## config.mk

```make
export PLATFORM = sky130hd
export DESIGN_NAME = gyro_rate_integrator_overspeed
export DESIGN_NICKNAME = d
export VERILOG_FILES = /design/src/hw/rtl/gri_pkg.sv /design/src/hw/rtl/gyro_rate_integrator_overspeed.sv /design/src/hw/rtl/gri_delta.sv /design/src/hw/rtl/gri_accum.sv
export SDC_FILE = /design/constraint.sdc
export NUM_CORES = 1
export LEC_CHECK = 0
export ABC_AREA = 0
export BUFFER_PORTS_ARGS = -buffer_cell sky130_fd_sc_hd__clkbuf_2
export CAP_MARGIN = 20
export CORE_AREA = 2 2 228 230
export CTS_CLUSTER_SIZE = 40
export DETAILED_ROUTE_END_ITERATION = 8
export DIE_AREA = 0 0 230 232
export PLACE_DENSITY = 0.79
export SETUP_SLACK_MARGIN = 0.5
export SLEW_MARGIN = 15
export SYNTH_ARGS = -nofsm -noshare
export SYNTH_HDL_FRONTEND = slang
export SYNTH_SLANG_ARGS = --single-unit
```

## constraint.sdc

```tcl
create_clock -name clk -period 8.35 [get_ports clk]
set_clock_uncertainty 0.15 [all_clocks]
set_input_delay 0.4175 -clock clk [delete_from_list [all_inputs] [get_ports clk]]
set_output_delay 0.4175 -clock clk [all_outputs]
set_load 0.01 [all_outputs]
```

## src/hw/rtl/gri_pkg.sv

```systemverilog
// ----------------------------------------------------------------------------
// gri_pkg
// Shared constants for the gyro rate integrator: fixed field widths,
// configuration register indexes, register reset values and the idle limit.
// ----------------------------------------------------------------------------
package gri_pkg;

    // fixed field widths
    localparam int DRIFT_BITS = 32;
    localparam int LIMIT_BITS = 41;
    localparam int STEP_BITS  = 40;
    localparam int TOTAL_BITS = 64;
    localparam int IDLE_BITS  = 16;
    localparam int HOLD_BITS  = 9;
    localparam int CFG_IDX_BITS  = 2;
    localparam int CFG_DATA_BITS = LIMIT_BITS;

    // configuration register indexes
    localparam logic [CFG_IDX_BITS-1:0] CFG_DRIFT     = 2'd0;
    localparam logic [CFG_IDX_BITS-1:0] CFG_LIMIT     = 2'd1;
    localparam logic [CFG_IDX_BITS-1:0] CFG_ALARM_LOW = 2'd2;

    // register reset values
    localparam logic signed [DRIFT_BITS-1:0] DRIFT_RESET = '0;
    localparam logic signed [LIMIT_BITS-1:0] LIMIT_RESET = -41'sd9049812000;
    localparam logic                         ALARM_LOW_RESET = 1'b1;

    // idle counter saturation point
    localparam logic [IDLE_BITS-1:0] IDLE_MAX = '1;

endpackage

```

## src/hw/rtl/gyro_rate_integrator_overspeed.sv

```systemverilog
// ----------------------------------------------------------------------------
// gyro_rate_integrator_overspeed
// Gyro poll integrator with drift compensation and overspeed alarm hold.
// ----------------------------------------------------------------------------
// Usage:
//   Input channel (in_valid/in_ready) carries one poll: the sensor's sample
//   counter and raw running gyro sum. Output channel (out_valid/out_ready)
//   returns one result per poll: new-sample flag, corrected angle step,
//   running angle total, idle poll count and buzzer state.
//   Configuration is a plain write port (cfg_write, cfg_index, cfg_data);
//   index 0 drift per sample, 1 overspeed limit, 2 alarm-on-low select.
//   Write it only while no transaction is in flight.
//   Two register stages: an input register for the differences, then a
//   result register after the multiply and 64-bit accumulate. A poll moves
//   from the input register into the result register, where out_valid
//   rises. Throughput is one poll per cycle while the receiver keeps up.
//   A stalled receiver holds the result register; the input register
//   still takes one more poll, then in_ready drops until the result is taken.
//   Reset clears the previous poll, the total and the alarm, sets the idle
//   and hold counters to 1 and loads the register defaults.
// ----------------------------------------------------------------------------
module gyro_rate_integrator_overspeed #(
    parameter int HOLD_POLLS = 400,
    parameter int COUNT_BITS = 8,
    parameter int VALUE_BITS = 32
) (
    input  logic                                     clk,
    input  logic                                     rst_n,
    input  logic                                     cfg_write,
    input  logic [gri_pkg::CFG_IDX_BITS-1:0]         cfg_index,
    input  logic [gri_pkg::CFG_DATA_BITS-1:0]        cfg_data,
    input  logic                                     in_valid,
    output logic                                     in_ready,
    input  logic [COUNT_BITS-1:0]                    sample_count,
    input  logic signed [VALUE_BITS-1:0]             sample_value,
    output logic                                     out_valid,
    input  logic                                     out_ready,
    output logic                                     new_sample,
    output logic signed [gri_pkg::STEP_BITS-1:0]     angle_step,
    output logic signed [gri_pkg::TOTAL_BITS-1:0]    angle_total,
    output logic [gri_pkg::IDLE_BITS-1:0]            idle_polls,
    output logic                                     buzzer_on
);
    import gri_pkg::*;

    logic signed [DRIFT_BITS-1:0] drift_reg;
    logic signed [LIMIT_BITS-1:0] limit_reg;
    logic                         alarm_low_reg;

    logic                         s1_valid, s1_ready;
    logic [COUNT_BITS-1:0]        s1_nsamp;
    logic signed [VALUE_BITS-1:0] s1_diff;

    // configuration registers
    always_ff @(posedge clk or negedge rst_n)
    begin
        if (!rst_n)
        begin
            drift_reg     <= DRIFT_RESET;
            limit_reg     <= LIMIT_RESET;
            alarm_low_reg <= ALARM_LOW_RESET;
        end
        else if (cfg_write)
        begin
            unique case (cfg_index)
                CFG_DRIFT:     drift_reg     <= $signed(cfg_data[DRIFT_BITS-1:0]);
                CFG_LIMIT:     limit_reg     <= $signed(cfg_data[LIMIT_BITS-1:0]);
                CFG_ALARM_LOW: alarm_low_reg <= cfg_data[0];
                default:       ;
            endcase
        end
    end

    gri_delta #(
        .COUNT_BITS (COUNT_BITS),
        .VALUE_BITS (VALUE_BITS)
    ) u_delta (
        .clk          (clk),
        .rst_n        (rst_n),
        .in_valid     (in_valid),
        .in_ready     (in_ready),
        .sample_count (sample_count),
        .sample_value (sample_value),
        .s1_ready     (s1_ready),
        .s1_valid     (s1_valid),
        .s1_nsamp     (s1_nsamp),
        .s1_diff      (s1_diff)
    );

    gri_accum #(
        .HOLD_POLLS (HOLD_POLLS),
        .COUNT_BITS (COUNT_BITS),
        .VALUE_BITS (VALUE_BITS)
    ) u_accum (
        .clk              (clk),
        .rst_n            (rst_n),
        .s1_valid         (s1_valid),
        .s1_ready         (s1_ready),
        .s1_nsamp         (s1_nsamp),
        .s1_diff          (s1_diff),
        .drift_per_sample (drift_reg),
        .overspeed_limit  (limit_reg),
        .alarm_on_low     (alarm_low_reg),
        .out_valid        (out_valid),
        .out_ready        (out_ready),
        .new_sample       (new_sample),
        .angle_step       (angle_step),
        .angle_total      (angle_total),
        .idle_polls       (idle_polls),
        .buzzer_on        (buzzer_on)
    );

    // checks
    a_stall_only_when_full: assert property (@(posedge clk) disable iff (!rst_n)
        !in_ready |-> out_valid && !out_ready)
        else $error("input stalled while output can drain");

    a_result_follows_input: assert property (@(posedge clk) disable iff (!rst_n)
        in_valid && in_ready && !out_valid |=> s1_valid)
        else $error("accepted transaction not held in input stage");

endmodule

```

## src/hw/rtl/gri_delta.sv

```systemverilog
// ----------------------------------------------------------------------------
// gri_delta
// Input stage: registers the new-sample count and the wrapped value
// difference against the previous poll.
// ----------------------------------------------------------------------------
module gri_delta #(
    parameter int COUNT_BITS = 8,
    parameter int VALUE_BITS = 32
) (
    input  logic                         clk,
    input  logic                         rst_n,
    input  logic                         in_valid,
    output logic                         in_ready,
    input  logic [COUNT_BITS-1:0]        sample_count,
    input  logic signed [VALUE_BITS-1:0] sample_value,
    input  logic                         s1_ready,
    output logic                         s1_valid,
    output logic [COUNT_BITS-1:0]        s1_nsamp,
    output logic signed [VALUE_BITS-1:0] s1_diff
);

    logic                  s1_valid_reg, s1_valid_next;
    logic [COUNT_BITS-1:0] prev_count_reg;
    logic [VALUE_BITS-1:0] prev_value_reg;
    logic [COUNT_BITS-1:0] nsamp_reg;
    logic [VALUE_BITS-1:0] diff_reg;
    logic                  accept;

    // take a transaction when the stage is empty or drains this cycle
    assign in_ready = !s1_valid_reg || s1_ready;
    assign accept   = in_valid && in_ready;

    always_comb
    begin
        if (accept)
            s1_valid_next = 1'b1;
        else if (s1_ready)
            s1_valid_next = 1'b0;
        else
            s1_valid_next = s1_valid_reg;
    end

    // control and previous-poll state
    always_ff @(posedge clk or negedge rst_n)
    begin
        if (!rst_n)
        begin
            s1_valid_reg   <= 1'b0;
            prev_count_reg <= '0;
            prev_value_reg <= '0;
        end
        else
        begin
            s1_valid_reg <= s1_valid_next;
            if (accept)
            begin
                prev_count_reg <= sample_count;
                prev_value_reg <= sample_value;
            end
        end
    end

    // differences wrap at the field widths
    always_ff @(posedge clk)
    begin
        if (accept)
        begin
            nsamp_reg <= sample_count - prev_count_reg;
            diff_reg  <= sample_value - prev_value_reg;
        end
    end

    assign s1_valid = s1_valid_reg;
    assign s1_nsamp = nsamp_reg;
    assign s1_diff  = $signed(diff_reg);

endmodule

```

## src/hw/rtl/gri_accum.sv

```systemverilog
// ----------------------------------------------------------------------------
// gri_accum
// Result stage: drift correction, angle accumulation, idle counting and
// overspeed alarm hold, all registered into the result.
// ----------------------------------------------------------------------------
module gri_accum #(
    parameter int HOLD_POLLS = 400,
    parameter int COUNT_BITS = 8,
    parameter int VALUE_BITS = 32
) (
    input  logic                                  clk,
    input  logic                                  rst_n,
    input  logic                                  s1_valid,
    output logic                                  s1_ready,
    input  logic [COUNT_BITS-1:0]                 s1_nsamp,
    input  logic signed [VALUE_BITS-1:0]          s1_diff,
    input  logic signed [gri_pkg::DRIFT_BITS-1:0] drift_per_sample,
    input  logic signed [gri_pkg::LIMIT_BITS-1:0] overspeed_limit,
    input  logic                                  alarm_on_low,
    output logic                                  out_valid,
    input  logic                                  out_ready,
    output logic                                  new_sample,
    output logic signed [gri_pkg::STEP_BITS-1:0]  angle_step,
    output logic signed [gri_pkg::TOTAL_BITS-1:0] angle_total,
    output logic [gri_pkg::IDLE_BITS-1:0]         idle_polls,
    output logic                                  buzzer_on
);
    import gri_pkg::*;

    localparam int PROD_BITS = DRIFT_BITS + COUNT_BITS + 1;
    localparam logic [HOLD_BITS-1:0] HOLD_LAST = HOLD_BITS'(HOLD_POLLS);
    localparam logic [HOLD_BITS-1:0] HOLD_ONE  = HOLD_BITS'(1);
    localparam logic [IDLE_BITS-1:0] IDLE_ONE  = IDLE_BITS'(1);

    logic                    out_valid_reg, out_valid_next;
    logic                    new_sample_reg;
    logic [STEP_BITS-1:0]    step_reg;
    logic [TOTAL_BITS-1:0]   total_reg, total_next;
    logic [IDLE_BITS-1:0]    idle_reg, idle_next;
    logic                    alarm_reg, alarm_next;
    logic [HOLD_BITS-1:0]    hold_reg, hold_next;

    logic                    take;
    logic                    has_new;
    logic signed [PROD_BITS-1:0] prod;
    logic [TOTAL_BITS-1:0]   diff_ext, prod_ext, drift_ext, limit_ext;
    logic [TOTAL_BITS-1:0]   step, corr;
    logic                    hit;

    // handshake toward the output register
    assign s1_ready = !out_valid_reg || out_ready;
    assign take     = s1_valid && s1_ready;

    always_comb
    begin
        if (take)
            out_valid_next = 1'b1;
        else if (out_ready)
            out_valid_next = 1'b0;
        else
            out_valid_next = out_valid_reg;
    end

    // drift correction
    assign has_new   = (s1_nsamp != '0);
    assign prod      = drift_per_sample * $signed({1'b0, s1_nsamp});
    assign diff_ext  = {{(TOTAL_BITS-VALUE_BITS){s1_diff[VALUE_BITS-1]}}, s1_diff};
    assign prod_ext  = {{(TOTAL_BITS-PROD_BITS){prod[PROD_BITS-1]}}, prod};
    assign drift_ext = {{(TOTAL_BITS-DRIFT_BITS){drift_per_sample[DRIFT_BITS-1]}},
                        drift_per_sample};
    assign limit_ext = {{(TOTAL_BITS-LIMIT_BITS){overspeed_limit[LIMIT_BITS-1]}},
                        overspeed_limit};
    assign step      = has_new ? (diff_ext - prod_ext) : '0;
    assign corr      = diff_ext - drift_ext;

    // threshold test of the difference, corrected by one drift unit, against the limit
    always_comb
    begin
        if (alarm_on_low)
            hit = ($signed(corr) <= $signed(limit_ext));
        else
            hit = ($signed(limit_ext) <= $signed(corr));
    end

    // accumulator and idle counter
    always_comb
    begin
        total_next = total_reg + step;
        if (has_new)
            idle_next = IDLE_ONE;
        else if (idle_reg != IDLE_MAX)
            idle_next = idle_reg + IDLE_ONE;
        else
            idle_next = idle_reg;
    end

    // alarm hold: expire, advance, then retrigger
    always_comb
    begin
        hold_next  = hold_reg;
        alarm_next = alarm_reg;
        if (hold_next == HOLD_LAST)
        begin
            hold_next  = HOLD_ONE;
            alarm_next = 1'b0;
        end
        if (alarm_next)
            hold_next = hold_next + HOLD_ONE;
        if (hit)
        begin
            alarm_next = 1'b1;
            hold_next  = HOLD_ONE;
        end
    end

    // state that is also the result
    always_ff @(posedge clk or negedge rst_n)
    begin
        if (!rst_n)
        begin
            out_valid_reg <= 1'b0;
            total_reg     <= '0;
            idle_reg      <= IDLE_ONE;
            alarm_reg     <= 1'b0;
            hold_reg      <= HOLD_ONE;
        end
        else
        begin
            out_valid_reg <= out_valid_next;
            if (take)
            begin
                total_reg <= total_next;
                idle_reg  <= idle_next;
                alarm_reg <= alarm_next;
                hold_reg  <= hold_next;
            end
        end
    end

    // per-transaction result payload
    always_ff @(posedge clk)
    begin
        if (take)
        begin
            new_sample_reg <= has_new;
            step_reg       <= step[STEP_BITS-1:0];
        end
    end

    assign out_valid   = out_valid_reg;
    assign new_sample  = new_sample_reg;
    assign angle_step  = $signed(step_reg);
    assign angle_total = $signed(total_reg);
    assign idle_polls  = idle_reg;
    assign buzzer_on   = alarm_reg;

    // checks
    a_hold_range: assert property (@(posedge clk) disable iff (!rst_n)
        hold_reg != '0 && hold_reg <= HOLD_LAST)
        else $error("hold counter out of range");

    a_idle_nonzero: assert property (@(posedge clk) disable iff (!rst_n)
        idle_reg != '0)
        else $error("idle counter reached zero");

    a_no_step_when_idle: assert property (@(posedge clk) disable iff (!rst_n)
        out_valid && !new_sample |-> angle_step == '0)
        else $error("nonzero step without new samples");

    a_new_resets_idle: assert property (@(posedge clk) disable iff (!rst_n)
        out_valid && new_sample |-> idle_polls == IDLE_ONE)
        else $error("idle count not restarted on new sample");

endmodule

```

* Yosys cells after proc, flatten, opt, wreduce, memory -nomap -nowiden
Cells that the tools add are included.
** Storage, ports and cells
- Register bits :: 287
- Input port bits :: 88
- Output and inout bits :: 124
- Logic and storage cells :: 57
** Cells by class
- Add/sub/neg operators :: 7
- Multiply operators :: 1
- Order comparisons :: 2
- Equal/unequal tests :: 4
- Multiplexer cells :: 13
- Reduce and logical (&&, ||, !) cells :: 15
** Operator list (count)
- 64-bit adder :: 1
- 64-bit 2-to-1 mux :: 1
- 32-bit by 41-bit subtractor with 42-bit output :: 1
- 33-bit by 41-bit less-or-equal comparator with 1-bit output :: 1
- 41-bit by 33-bit less-or-equal comparator with 1-bit output :: 1
- 32-bit by 9-bit multiplier with 41-bit output :: 1
- 32-bit by 32-bit subtractor with 33-bit output :: 1
- 16-bit 2-to-1 mux :: 2
- 32-bit subtractor :: 1
- 9-bit 2-to-1 mux :: 3
- 16-bit by 1-bit adder with 16-bit output, second input constant :: 1
- 16-bit != test, second input constant :: 1
- 9-bit by 1-bit adder with 9-bit output, second input constant :: 1
- 9-bit equality test, second input constant :: 1
- 2-bit AND reduction :: 4
- 8-bit nonzero test :: 1
- 8-bit subtractor :: 1
- 1-bit 2-to-1 mux :: 7
- 2-bit nonzero test :: 3
- 2-bit by 1-bit equality test with 1-bit output, second input constant :: 1
- 2-bit equality test, second input constant :: 1
- 1-bit logical AND :: 2
- 1-bit logical NOT :: 2
- 2-bit logical NOT :: 1
- 1-bit logical OR :: 2

* Depth between registers and ports, before layout
- Depth in word-level cells :: 5
- Depth in mapped cells :: 37
- Depth with buffers taken out :: 35

* Modules after synthesis
A second synthesis with hierarchy kept.
** Second synthesis, totals
- Cells, all modules :: 3250
- Area total of the unflattened synthesis :: 29460.8 um^2
** Modules (own cells, without submodules)
- gri_accum :: instances 1, cells an instance 2597, area an instance 21834.7 um^2
- gri_delta :: instances 1, cells an instance 495, area an instance 4794.6 um^2
- gyro_rate_integrator_overspeed :: instances 1, cells an instance 158, area an instance 2831.5 um^2

* Worst setup path before layout
No wires, ideal clock.
- Kind :: register to register
- Start point :: register u_delta.nsamp_reg[3], in the netlist u_delta.s1_nsamp[3]
- End point :: register u_accum.total_reg[60], in the netlist u_accum.angle_total[60]
- Setup time :: 0.132 ns
- Arrival :: 8.174 ns
- Setup slack :: -0.106 ns
- Cell stages (with the launch flop) :: 32
- Buffers on the path :: 2
- Cells stage by stage :: edfxtp_1 clkbuf_1 and2_1 fa_1 inv_1 fa_1 fa_1 fa_1 inv_1 fa_1 inv_1 ha_1 and4_1 nor2b_1 nand3_1 o31ai_1 o21ai_2 o31ai_1 xnor2_1 nor2_2 ha_1 clkbuf_1 a21o_1 a2111oi_0 o31ai_1 nor3_1 a21o_1 o31a_1 nor3b_1 a221oi_1 xor2_1 o21ai_1
** Between the ends
- Cells in the longest elaborated chain, start to end :: 4
** Ends and longest elaborated chain
- from (decl) :: line gri_delta.sv:25 : logic [COUNT_BITS-1:0] nsamp_reg;
- from (signal assigned) :: line gri_delta.sv:68 : nsamp_reg <= sample_count - prev_count_reg;
- 32-bit by 9-bit multiplier with 41-bit output :: line gri_accum.sv:66 : assign prod = drift_per_sample * $signed({1'b0, s1_nsamp});
- 32-bit by 41-bit subtractor with 42-bit output :: line gri_accum.sv:73 : assign step = has_new ? (diff_ext - prod_ext) : '0;
- 64-bit 2-to-1 mux * :: line gri_accum.sv:73
- 64-bit adder * :: line gri_accum.sv:88 : total_next = total_reg + step;
- to (signal assigned) :: line gri_accum.sv:132 : total_reg <= total_next;
- to (decl) :: line gri_accum.sv:38 : logic [TOTAL_BITS-1:0] total_reg, total_next;
Mark *: on every way between the ends. The rest lies on a longest branch, timed or not.
A chain may end at the register's enable or synchronous reset.

* Worst setup path after layout
- Start point :: register u_delta.nsamp_reg[3], in the netlist u_delta.s1_nsamp[3]
- End point :: register u_accum.total_reg[60], in the netlist u_accum.angle_total[60]
** Between the ends
- Cells in the longest elaborated chain, start to end :: 4
** Ends and longest elaborated chain
- 32-bit by 9-bit multiplier with 41-bit output :: line gri_accum.sv:66
- 32-bit by 41-bit subtractor with 42-bit output :: line gri_accum.sv:73
- 64-bit 2-to-1 mux * :: line gri_accum.sv:73
- via u_accum.step[37] :: line gri_accum.sv:47 : logic [TOTAL_BITS-1:0] step, corr;
- 64-bit adder * :: line gri_accum.sv:88
The timed path passes the listed nets; every way through them passes the cells marked *.

==> run metrics <==
Most used DFF post-synth dfrtp_1; DR iter-0 viols 1765; FFs w/ async S/R, synth 0.718; period utilization 1.03; Adder-Cell Fraction of Synth Area 0.288; failing checks negative setup slack; Cell Count, Final, Fillers Out 4355; CTS tree yes; htree depth 2; yosys warns 0; share of cells above drive strength 1 0.206; die area 0.0534 mm2; placed inst area 0.0320 mm2; Avg Inst Size Synth 9.07 um2; Area growth syn-to-layout 22.8%; Critical Path Fanout Max 11; sequential share of the synthesized area 0.265; worst path arrival time 8.90 ns; Worst Tran Pin Value 1.05 ns; final WL 78.2 mm; critical path launch point type flop; initial core utilization 0.566; WL/cell 18.0 um; slew margin rel. 0.299; Max clock buf depth 3; Yosys reg bits 287; final setup violation count 10; nets@finish 4251; Compound-Gate Fraction of Synth Area 0.146; simple-gate portion of the synthesized area 0.148; DR pass1 iterations 6; clk root buf clkbuf_16; synthesized instance count 3174; Buf/Inv on CP 7; worst setup path category reg2reg; routability cong. 0.957; largest family of logic cells by synthesized area adder cells; Critical Path Sink Type flop; gr ovfl total 0; Netlist cell types 84; Placed Cells 4149; vias in the first global route 24733; via count 24481; Largest register FFs 64; Critical Path RT 8.63 ns; post-synthesis mux area share 0.0212; Max Cap Viol 0; first-pass GRT wire length 126 mm; largest net degree at the start of global routing 113; Global Route Usage Sum 0.294; Worst Hold Class in2reg; initial antenna violation count 1; Vias/cell 5.62; clk sink count 287; most frequent CP cell fa_1; Skew-Pair Late Insertion Delay 0.57 ns; Final TNS setup -1.61 ns; xor/xnor share of the synthesized area 0.0511; row count 83; port buffer count 211; area of the mapped netlist 0.0288 mm2; Ports 212; Pins Over Slew Limit 0; CP peak stage delay 0.56 ns; TritonCTS buffer count 34; fmax 0.116 GHz; # DRC 0; status finished with violations; fin crit period 8.62 ns; EDFF count, synth 81; core area 0.0509 mm2; Chip Height 232 um; Clock transition at path regs 0.06 ns; crit path max-delay cell type fa_1; Final Worst Setup Slack -0.274 ns; Post-DP HPWL 58.6 mm; syn nets 3777; Finished Cell Area 0.0353 mm2; Die X 230 um; post-route antenna net violation count 0; final hold vios 0; delay-heaviest family, CP adder cells; Final Core Density 0.695; RSZ-0062 raised after global routing true
-- worst paths after layout --
check                                          start                          to  slack (ns)  depth (start not counted)
min in group asynchronous                      rst_n  u_delta.prev_value_reg[11]        0.30                          2
max                              u_delta.s1_nsamp[3]     u_accum.angle_total[60]       -0.27                         35
max reg2reg                      u_delta.s1_nsamp[3]     u_accum.angle_total[60]       -0.27                         35
max in group asynchronous                      rst_n     u_accum.angle_total[13]        6.33                          3
min                                  sample_value[1]   u_delta.prev_value_reg[1]        0.06                          3
min reg2reg                u_delta.prev_count_reg[0]   u_delta.prev_count_reg[0]        0.34                          2
-- per-stage QoR --
stage	setup slack (ns)	hold WS (ns)
after floorplan	0.423	-0.0281
after global placement	-0.0607	0.309
after detailed placement	-0.263	0.312
after CTS	-0.0230	0.0106
after global routing	-0.547	0.0695
final	-0.274	0.0606
-- worst min-delay path: stages --
cell and delay, ns:
clkbuf_2 0.10, inv_1 0.09, o21ai_0 0.10
-- cell usage after synthesis (5+ instances only) --
cell,count,area (um2)
a211o_1,8,70.1
a211oi_1,20,150
a21o_1,115,863
a21oi_1,149,746
a31oi_1,26,163
and2_1,177,1110
and3_1,24,150
and4_1,8,70.1
clkbuf_1,84,315
dfrtp_1,179,4480
dfstp_2,27,709
edfxtp_1,81,2430
fa_1,246,4920
ha_1,269,3370
inv_1,522,1960
mux2_2,47,529
mux2i_1,7,70.1
nand2_1,334,1250
nand2b_1,21,131
nand3_1,36,180
nand3b_1,11,82.6
nand4_1,36,225
nor2_1,129,484
nor2b_1,28,175
nor3_1,20,100
nor3b_1,5,37.5
nor4_1,11,68.8
o211ai_1,16,120
o21a_1,21,158
o21ai_0,143,716
o21ai_1,72,360
o21bai_1,22,165
o31ai_1,11,82.6
or3_1,9,56.3
xnor2_1,83,727
xor2_1,85,744
-- cell families after synthesis --
family	Yosys count
AOI/OAI and AO/OA	665
xor gates and xnor gates	168
adders and majority gates	515
buffers and inverters	617
DFF	287
muxes	55
and+or+nand+nor	867
-- cell type report --
type	count	area, um2
multi-input combinational	2270	19800
fill	3795	15500
sequential	287	7620
timing repair buffer	529	3890
inverter	526	1980
clock buffer	42	912
tap	680	851
clock inverter	20	244
antenna	1	2.50
-- cells in the final DEF, fill, tap and decap left out, types with 20 or more instances in the layout --
master	count
a21o_1	115
a21oi_1	124
a21oi_2	21
a31oi_1	21
and2_1	166
and3_1	22
buf_4	205
buf_6	22
clkbuf_16	35
clkbuf_2	210
dfrtp_1	179
dfstp_2	27
dlygate4sd3_1	79
edfxtp_1	81
fa_1	243
ha_1	239
ha_4	25
inv_1	512
mux2_2	47
nand2_1	329
nand2b_1	21
nand3_1	34
nand4_1	36
nor2_1	120
nor2b_1	25
o21a_1	20
o21ai_0	136
o21ai_1	71
o21bai_1	20
xnor2_1	79
xor2_1	83
-- layer usage --
layer | GRT usage | wire length [um] | vias to the layer above
li1 | - | - | 11479
met1 | 0.362 | 31100 | 11938
met2 | 0.509 | 39000 | 811
met3 | 0.0470 | 4490 | 253
met4 | 0.135 | 3600 | 0
met5 | 0 | 0 | -
-- repair_timing --
| item | 4_1_cts | 5_1_grt |
|---|---|---|
| setup endpoints to repair | 36 | 41 |
| gates resized for setup | 115 | 60 |
| buffers inserted | 45 | 15 |
| pin swaps | 114 | 37 |
| endpoints found under the hold margin | 186 | 0 |
| hold buffers | 79 | 0 |
| cloned | 4 | 0 |
Power is left out: the tool's default activity adds up to more than one toggle a clock period on the data nets, which glitch-free logic cannot reach.
